File: config.mk
export PLATFORM = sky130hd
export DESIGN_NAME = modular_exponentiation_unit
export DESIGN_NICKNAME = d
export VERILOG_FILES = /design/src/rtl/meu_pkg.sv /design/src/rtl/modular_exponentiation_unit.sv
export SDC_FILE = /design/constraint.sdc
export NUM_CORES = 1
export LEC_CHECK = 0
export ABC_AREA = 1
export BUFFER_PORTS_ARGS = -buffer_cell sky130_fd_sc_hd__buf_2
export CORE_ASPECT_RATIO = 1.2
export CORE_MARGIN = 2
export CORE_UTILIZATION = 33
export DETAILED_ROUTE_END_ITERATION = 8
export GPL_TIMING_DRIVEN = 0
export HOLD_SLACK_MARGIN = 0.05
export PLACE_DENSITY_LB_ADDON = 0.05
export SKIP_LAST_GASP = 1
export SYNTH_ARGS = -nofsm -noshare
export SYNTH_HDL_FRONTEND = slang
export SYNTH_SLANG_ARGS = --single-unit
File: constraint.sdc
create_clock -name i_clk -period 15.1 [get_ports i_clk]
set_input_delay 0 -clock i_clk [delete_from_list [all_inputs] [get_ports i_clk]]
set_output_delay 0 -clock i_clk [all_outputs]
set_load 0.02 [all_outputs]
File: src/rtl/meu_pkg.sv
// ----------------------------------------------------------------------------
// meu_pkg: shared constants for the modular exponentiation unit
// Default operand width and sequencer state codes.
// ----------------------------------------------------------------------------
`default_nettype none

package meu_pkg;

    localparam int unsigned DEFAULT_OPERAND_WIDTH = 32;

    localparam int unsigned STATE_W = 2;

    localparam logic [STATE_W-1:0] ST_IDLE   = 2'd0;
    localparam logic [STATE_W-1:0] ST_REDUCE = 2'd1;
    localparam logic [STATE_W-1:0] ST_MUL    = 2'd2;
    localparam logic [STATE_W-1:0] ST_DONE   = 2'd3;

endpackage

`default_nettype wire

File: src/rtl/modular_exponentiation_unit.sv
// ----------------------------------------------------------------------------
// modular_exponentiation_unit: base to the exponent modulo a held modulus
// Right-to-left square-and-multiply; bit-serial modular multipliers.
// ----------------------------------------------------------------------------
// Input channel i_in_valid/o_in_ready carries base and exponent; output
// channel o_out_valid/i_out_ready carries the result. i_cfg_we writes the
// modulus at once; write it only while the unit is idle.
// One transaction is worked on at a time. The base is first reduced by a
// restoring remainder unit, one bit per cycle. For each exponent bit the
// multiply and the square then run side by side, one multiplier bit per
// cycle, both fed from the same base shift register. Work stops once the
// remaining exponent bits are all zero; a zero exponent skips the work and
// gives a result of 1. The unit returns to idle only when the result is
// stored, and takes the next transaction from there. A new transaction is
// taken while a finished result still waits in the output register; if
// the receiver stalls, the next result holds in the final state until the
// output register frees. Reset clears the control state, drops any
// transaction in flight and sets the modulus to 1.
// ----------------------------------------------------------------------------
`default_nettype none

module modular_exponentiation_unit #(
    parameter int unsigned OPERAND_WIDTH = meu_pkg::DEFAULT_OPERAND_WIDTH
) (
    input  wire logic                     i_clk,
    input  wire logic                     i_rst_n,
    input  wire logic                     i_cfg_we,
    input  wire logic [OPERAND_WIDTH-1:0] i_cfg_wdata,
    input  wire logic                     i_in_valid,
    output logic                          o_in_ready,
    input  wire logic [OPERAND_WIDTH-1:0] i_base_value,
    input  wire logic [OPERAND_WIDTH-1:0] i_exponent,
    output logic                          o_out_valid,
    input  wire logic                     i_out_ready,
    output logic [OPERAND_WIDTH-1:0]      o_power_result
);

    import meu_pkg::*;

    localparam int unsigned W  = OPERAND_WIDTH;
    localparam int unsigned CW = $clog2(W);
    localparam logic [CW-1:0] LAST_BIT = CW'(W - 1);

    typedef logic [W-1:0] t_word;

    // acc*2 + bit*a modulo m, with acc and a below m
    function automatic t_word f_mac(input t_word acc, input t_word a,
                                    input logic bt, input logic [W:0] m);
        logic [W+1:0] s;
        logic [W+1:0] m1;
        logic [W+1:0] m2;
        s  = {1'b0, acc, 1'b0} + (bt ? {2'b00, a} : '0);
        m1 = {1'b0, m};
        m2 = {m, 1'b0};
        if (s >= m2) begin
            return t_word'(s - m2);
        end else if (s >= m1) begin
            return t_word'(s - m1);
        end
        return t_word'(s);
    endfunction

    // remainder step: rem*2 + bit, one conditional subtract
    function automatic t_word f_rem(input t_word rem, input logic bt,
                                    input logic [W:0] m);
        logic [W:0] s;
        s = {rem, bt};
        if (s >= m) begin
            return t_word'(s - m);
        end
        return t_word'(s);
    endfunction

    logic [STATE_W-1:0] r_state, n_state;
    t_word              r_mod;
    t_word              r_base, n_base;
    t_word              r_res, n_res;
    t_word              r_exp, n_exp;
    t_word              r_bsh, n_bsh;
    t_word              r_acc1, n_acc1;
    t_word              r_acc2, n_acc2;
    logic [CW-1:0]      r_cnt, n_cnt;
    t_word              r_out;
    logic               r_ovalid;

    logic [W:0] mod_ext;
    logic       bt;
    logic       out_free;
    t_word      exp_next;

    assign mod_ext  = {(r_mod == '0), r_mod};
    assign bt       = r_bsh[W-1];
    assign out_free = !r_ovalid || i_out_ready;
    assign exp_next = r_exp >> 1;

    assign o_in_ready     = (r_state == ST_IDLE);
    assign o_out_valid    = r_ovalid;
    assign o_power_result = r_out;

    always_comb begin
        n_state = r_state;
        n_base  = r_base;
        n_res   = r_res;
        n_exp   = r_exp;
        n_bsh   = r_bsh;
        n_acc1  = r_acc1;
        n_acc2  = r_acc2;
        n_cnt   = r_cnt;
        unique case (r_state)
            ST_IDLE: begin
                if (i_in_valid) begin
                    n_exp  = i_exponent;
                    n_bsh  = i_base_value;
                    n_acc2 = '0;
                    n_cnt  = '0;
                    if (i_exponent == '0) begin
                        n_res   = t_word'(1);
                        n_state = ST_DONE;
                    end else begin
                        n_res   = (r_mod == t_word'(1)) ? '0 : t_word'(1);
                        n_state = ST_REDUCE;
                    end
                end
            end
            ST_REDUCE: begin
                n_acc2 = f_rem(r_acc2, bt, mod_ext);
                n_bsh  = r_bsh << 1;
                n_cnt  = r_cnt + 1'b1;
                if (r_cnt == LAST_BIT) begin
                    n_base  = n_acc2;
                    n_bsh   = n_acc2;
                    n_acc1  = '0;
                    n_acc2  = '0;
                    n_cnt   = '0;
                    n_state = ST_MUL;
                end
            end
            ST_MUL: begin
                n_acc1 = f_mac(r_acc1, r_res, bt, mod_ext);
                n_acc2 = f_mac(r_acc2, r_base, bt, mod_ext);
                n_bsh  = r_bsh << 1;
                n_cnt  = r_cnt + 1'b1;
                if (r_cnt == LAST_BIT) begin
                    if (r_exp[0]) begin
                        n_res = n_acc1;
                    end
                    n_base = n_acc2;
                    n_bsh  = n_acc2;
                    n_exp  = exp_next;
                    n_acc1 = '0;
                    n_acc2 = '0;
                    n_cnt  = '0;
                    if (exp_next == '0) begin
                        n_state = ST_DONE;
                    end
                end
            end
            ST_DONE: begin
                if (out_free) begin
                    n_state = ST_IDLE;
                end
            end
            default: begin
                n_state = ST_IDLE;
            end
        endcase
    end

    always_ff @(posedge i_clk) begin
        if (!i_rst_n) begin
            r_state  <= ST_IDLE;
            r_mod    <= t_word'(1);
            r_ovalid <= 1'b0;
            r_cnt    <= '0;
        end else begin
            r_state <= n_state;
            r_cnt   <= n_cnt;
            if (i_cfg_we) begin
                r_mod <= i_cfg_wdata;
            end
            if (r_state == ST_DONE && out_free) begin
                r_ovalid <= 1'b1;
            end else if (i_out_ready) begin
                r_ovalid <= 1'b0;
            end
        end
    end

    always_ff @(posedge i_clk) begin
        r_base <= n_base;
        r_res  <= n_res;
        r_exp  <= n_exp;
        r_bsh  <= n_bsh;
        r_acc1 <= n_acc1;
        r_acc2 <= n_acc2;
        if (r_state == ST_DONE && out_free) begin
            r_out <= r_res;
        end
    end

endmodule

`default_nettype wire
==> metrics list <==
* Cell chosen for the clock root: sky130_fd_sc_hd__clkbuf_16
* Pin count of the biggest net entering global routing: 33
- The critical path in this run is classified as flop to flop.
- Maximum net fanout on the critical path: 10
- Number of nets produced by synthesis: 4569
- Synth Area per Inst: between 6 and 7 um2
* Horizontal die dimension: between 200 and 300 um
- Drt initial violations: slightly above 2000
- Worst-case clock skew: ~0.022 ns
- Dividing the detail-routed wire length by the instance count gives around 22 um.
- Antenna-violating nets left: 0
- The initial utilization of the core area, before any placement, comes to 33.2%.
* Total clock sinks: between 200 and 300
* Number of cells on the critical path: 30
- Number of clock buffers inserted by TritonCTS: 31
* Number of setup violations in the final report: 0
- TritonCTS built the clock tree.
* Number of DRC violations after detailed routing: 0
- Detailed routing inserted a total of 29100 vias.
- Crit path DAT: around 7.5 ns
* Tcrit/Tclk final: a little under half
* Number of max-slew violations in the final report: 0
- In the final timing run, aggregate negative setup slack is 0 ns.
- In this run the standard cell core region covers 83300 um2.
- Hold wc startpoint: i_cfg_we
* Share of post-route cells with drive strength above 1: 6.68%
- Commonest non-fill, non-tap cells in the layout: sky130_fd_sc_hd__nand2_1 (1306), sky130_fd_sc_hd__inv_1 (558), sky130_fd_sc_hd__nor2_1 (369), sky130_fd_sc_hd__a21oi_1 (368), sky130_fd_sc_hd__nand3_1 (285)
- From bottom edge to top edge, the die measures about 320 um.
- The final layout contains routed wiring with a total length of ~120000 um.
* Global Route Usage Sum: between 20 and 30%
* Maximum buffer depth of the clock tree: 3
- The slowest stage of the critical path is the sky130_fd_sc_hd__clkbuf_1 cell.
- Top cell family by delay on the critical path: simple AND/OR/NAND/NOR gates
- In this run the number of H-tree levels came out at 1.
* RSZ-0062 raised after global routing: no
* PortBufs: 134
- Max frequency: 140 MHz
- For this run, the slowest stage of the critical path takes 1.04 ns.
* Final hold vios: 0
* Post-CTS resize count: 0
- Final Wtd Congestion: 1.02
* Number of primary I/O pins: approximately 140
* Most frequent CP cell: sky130_fd_sc_hd__nand2_1
* Initial antenna violation count: 1
- At the end of the flow, the number of nets in the layout was approximately 5000.
- Slew headroom: slightly below 10%
* Number of warnings issued by yosys: 0
- The first detailed-routing pass took 6 iterations.
- The number of global-route vias before repair came to roughly 29000.
- Data on the critical path is required at its endpoint by roughly 15 ns.
- The library cell used most frequently in the layout, excluding fill and tap cells, is sky130_fd_sc_hd__nand2_1.
* Launching instance or port of the critical path: r_bsh[31]$_DFFE_PP_
* Area of the die: approximately 86000 um2
- For the pin with the worst max-slew slack, the measured transition is 1.35 ns.
- The synthesized design contains between 200 and 250 enable-type register cells.
- Number of antenna repair diodes: 0
* Most frequently used flop master after synthesis: sky130_fd_sc_hd__edfxtp_1
- Number of cell instances on the worst register-to-register path: 30
- In this run the critical register-to-register path is launched from r_bsh[31]$_DFFE_PP_.
- At the later pin of the worst-skew pair, clock insertion delay measures about 0.64 ns.
* Max capacitance violation total: 0
- Relative to the synthesized area, the layout overhead comes to 16.2%.
* Share of synthesized registers carrying an async set or reset: 0%
- Counting every instance in the synthesized netlist gives ~4200.
- In this run, distinct cell masters in the synthesized netlist total 51.
- Via/cell ratio: roughly 5.1
- Once the clock tree was built, the setup fixing pass inserted 0 buffers.
- Clock-pin slew on the worst setup and hold paths: about 0.060 ns
* Post-cts hold buffer count: between 100 and 150
- Period minus WS final: between 7 and 8 ns
* Global-route wire length before repair: around 180000 um
* Startpoint kind of the worst setup timing path: flop
* Site row count: 116
* Status: finished, final reports clean
- The cell area that synthesis handed to floorplanning was ~28000 um2.
* Hold Crit Class: primary input to flop
- Endpoint class of the critical path: flop
- Sum of overflow across all layers after global routing: 0
- Post-synthesis register bit count: between 200 and 300
- Detailed Place HPWL: 102000 um
* Portion of the post-synthesis area used by sequential elements: 27.2%
- Total buffers and inverters traversed by the critical path: 6
- Cells on Worst Hold Path: 5
[cells by family after synthesis]
| kind of cell | synth area share [%] |
|---|---|
| adders and majority gates | 11.1 |
| buffers and inverters | 9.47 |
| xor gates and xnor gates | 4.55 |
| AOI/OAI and AO/OA | 13.7 |
| DFF | 27.2 |
| and+or+nand+nor | 34.0 |
[layout make-up]
class | count | area [um2]
fill | 9318 | 51100
multi-input combinational | 3295 | 17600
sequential | 264 | 7530
inverter | 576 | 2160
timing repair buffer | 265 | 2040
tap | 1121 | 1400
clock buffer | 39 | 862
buffer | 92 | 458
clock inverter | 19 | 135
[path summary, 6_finish.rpt]
path	end	slack, ns
worst min register to register	o_power_result[24]$_DFFE_PP_	0.45
worst max-delay path	r_res[26]$_SDFFCE_PN0P_	7.97
worst max register to register	r_res[26]$_SDFFCE_PN0P_	7.97
worst min-delay path	r_mod[0]$_SDFFE_PN1P_	0.12
[tightest hold or removal path, stage by stage]
cell and delay, ns:
sky130_fd_sc_hd__buf_2 0.09, sky130_fd_sc_hd__clkinv_1 0.19, sky130_fd_sc_hd__clkbuf_1 0.25, sky130_fd_sc_hd__nand2_1 0.10, sky130_fd_sc_hd__nand3_1 0.06
[metrics by stage]
stage	cells	hold WS, ns	utilization [%]	setup WS [ns]	area [um2]
6_report	5671	0.115	38.6	7.97	32200
5_1_grt	5671	0.176	38.6	7.64	32200
4_1_cts	5671	0.0784	38.6	7.90	32200
3_5_place_dp	5492	0.245	36.0	7.95	30000
3_3_place_gp	5482	0.242	35.7	7.84	29800
2_1_floorplan	4227	0.122	-	10.23	27700
[state kept, by name (all words and copies together) (netlist names)]
signal          flops
o_power_result     32
r_exp              32
r_bsh              32
r_base             32
r_res              32
r_state             2
o_out_valid         1
r_cnt               5
r_acc1             32
r_acc2             32
r_mod              32
[cells in the mapped netlist, types with 23 or more instances]
master	count	area (um2)
sky130_fd_sc_hd__nand3b_1	48	360
sky130_fd_sc_hd__nand4_1	78	488
sky130_fd_sc_hd__nor2_1	371	1390
sky130_fd_sc_hd__xnor2_1	58	508
sky130_fd_sc_hd__nor3_1	51	255
sky130_fd_sc_hd__dfxtp_1	40	801
sky130_fd_sc_hd__nand2_1	1306	4900
sky130_fd_sc_hd__o21ai_0	197	986
sky130_fd_sc_hd__o21bai_1	33	248
sky130_fd_sc_hd__ha_1	234	2930
sky130_fd_sc_hd__xor2_1	86	753
sky130_fd_sc_hd__a21oi_1	369	1850
sky130_fd_sc_hd__inv_1	558	2090
sky130_fd_sc_hd__a21o_1	23	173
sky130_fd_sc_hd__nand3_1	285	1430
sky130_fd_sc_hd__edfxtp_1	224	6730
sky130_fd_sc_hd__clkbuf_1	46	173
[per-layer routing]
layer  wire [um]  GRT usage (%)
met1       48400           31.4
met2       63000           52.0
met3        3880           1.98
met4        8960           17.6
met5           0              0
Power is not shown: default switching activity piles up to over one toggle a cycle in this logic, so the estimate is an artifact.
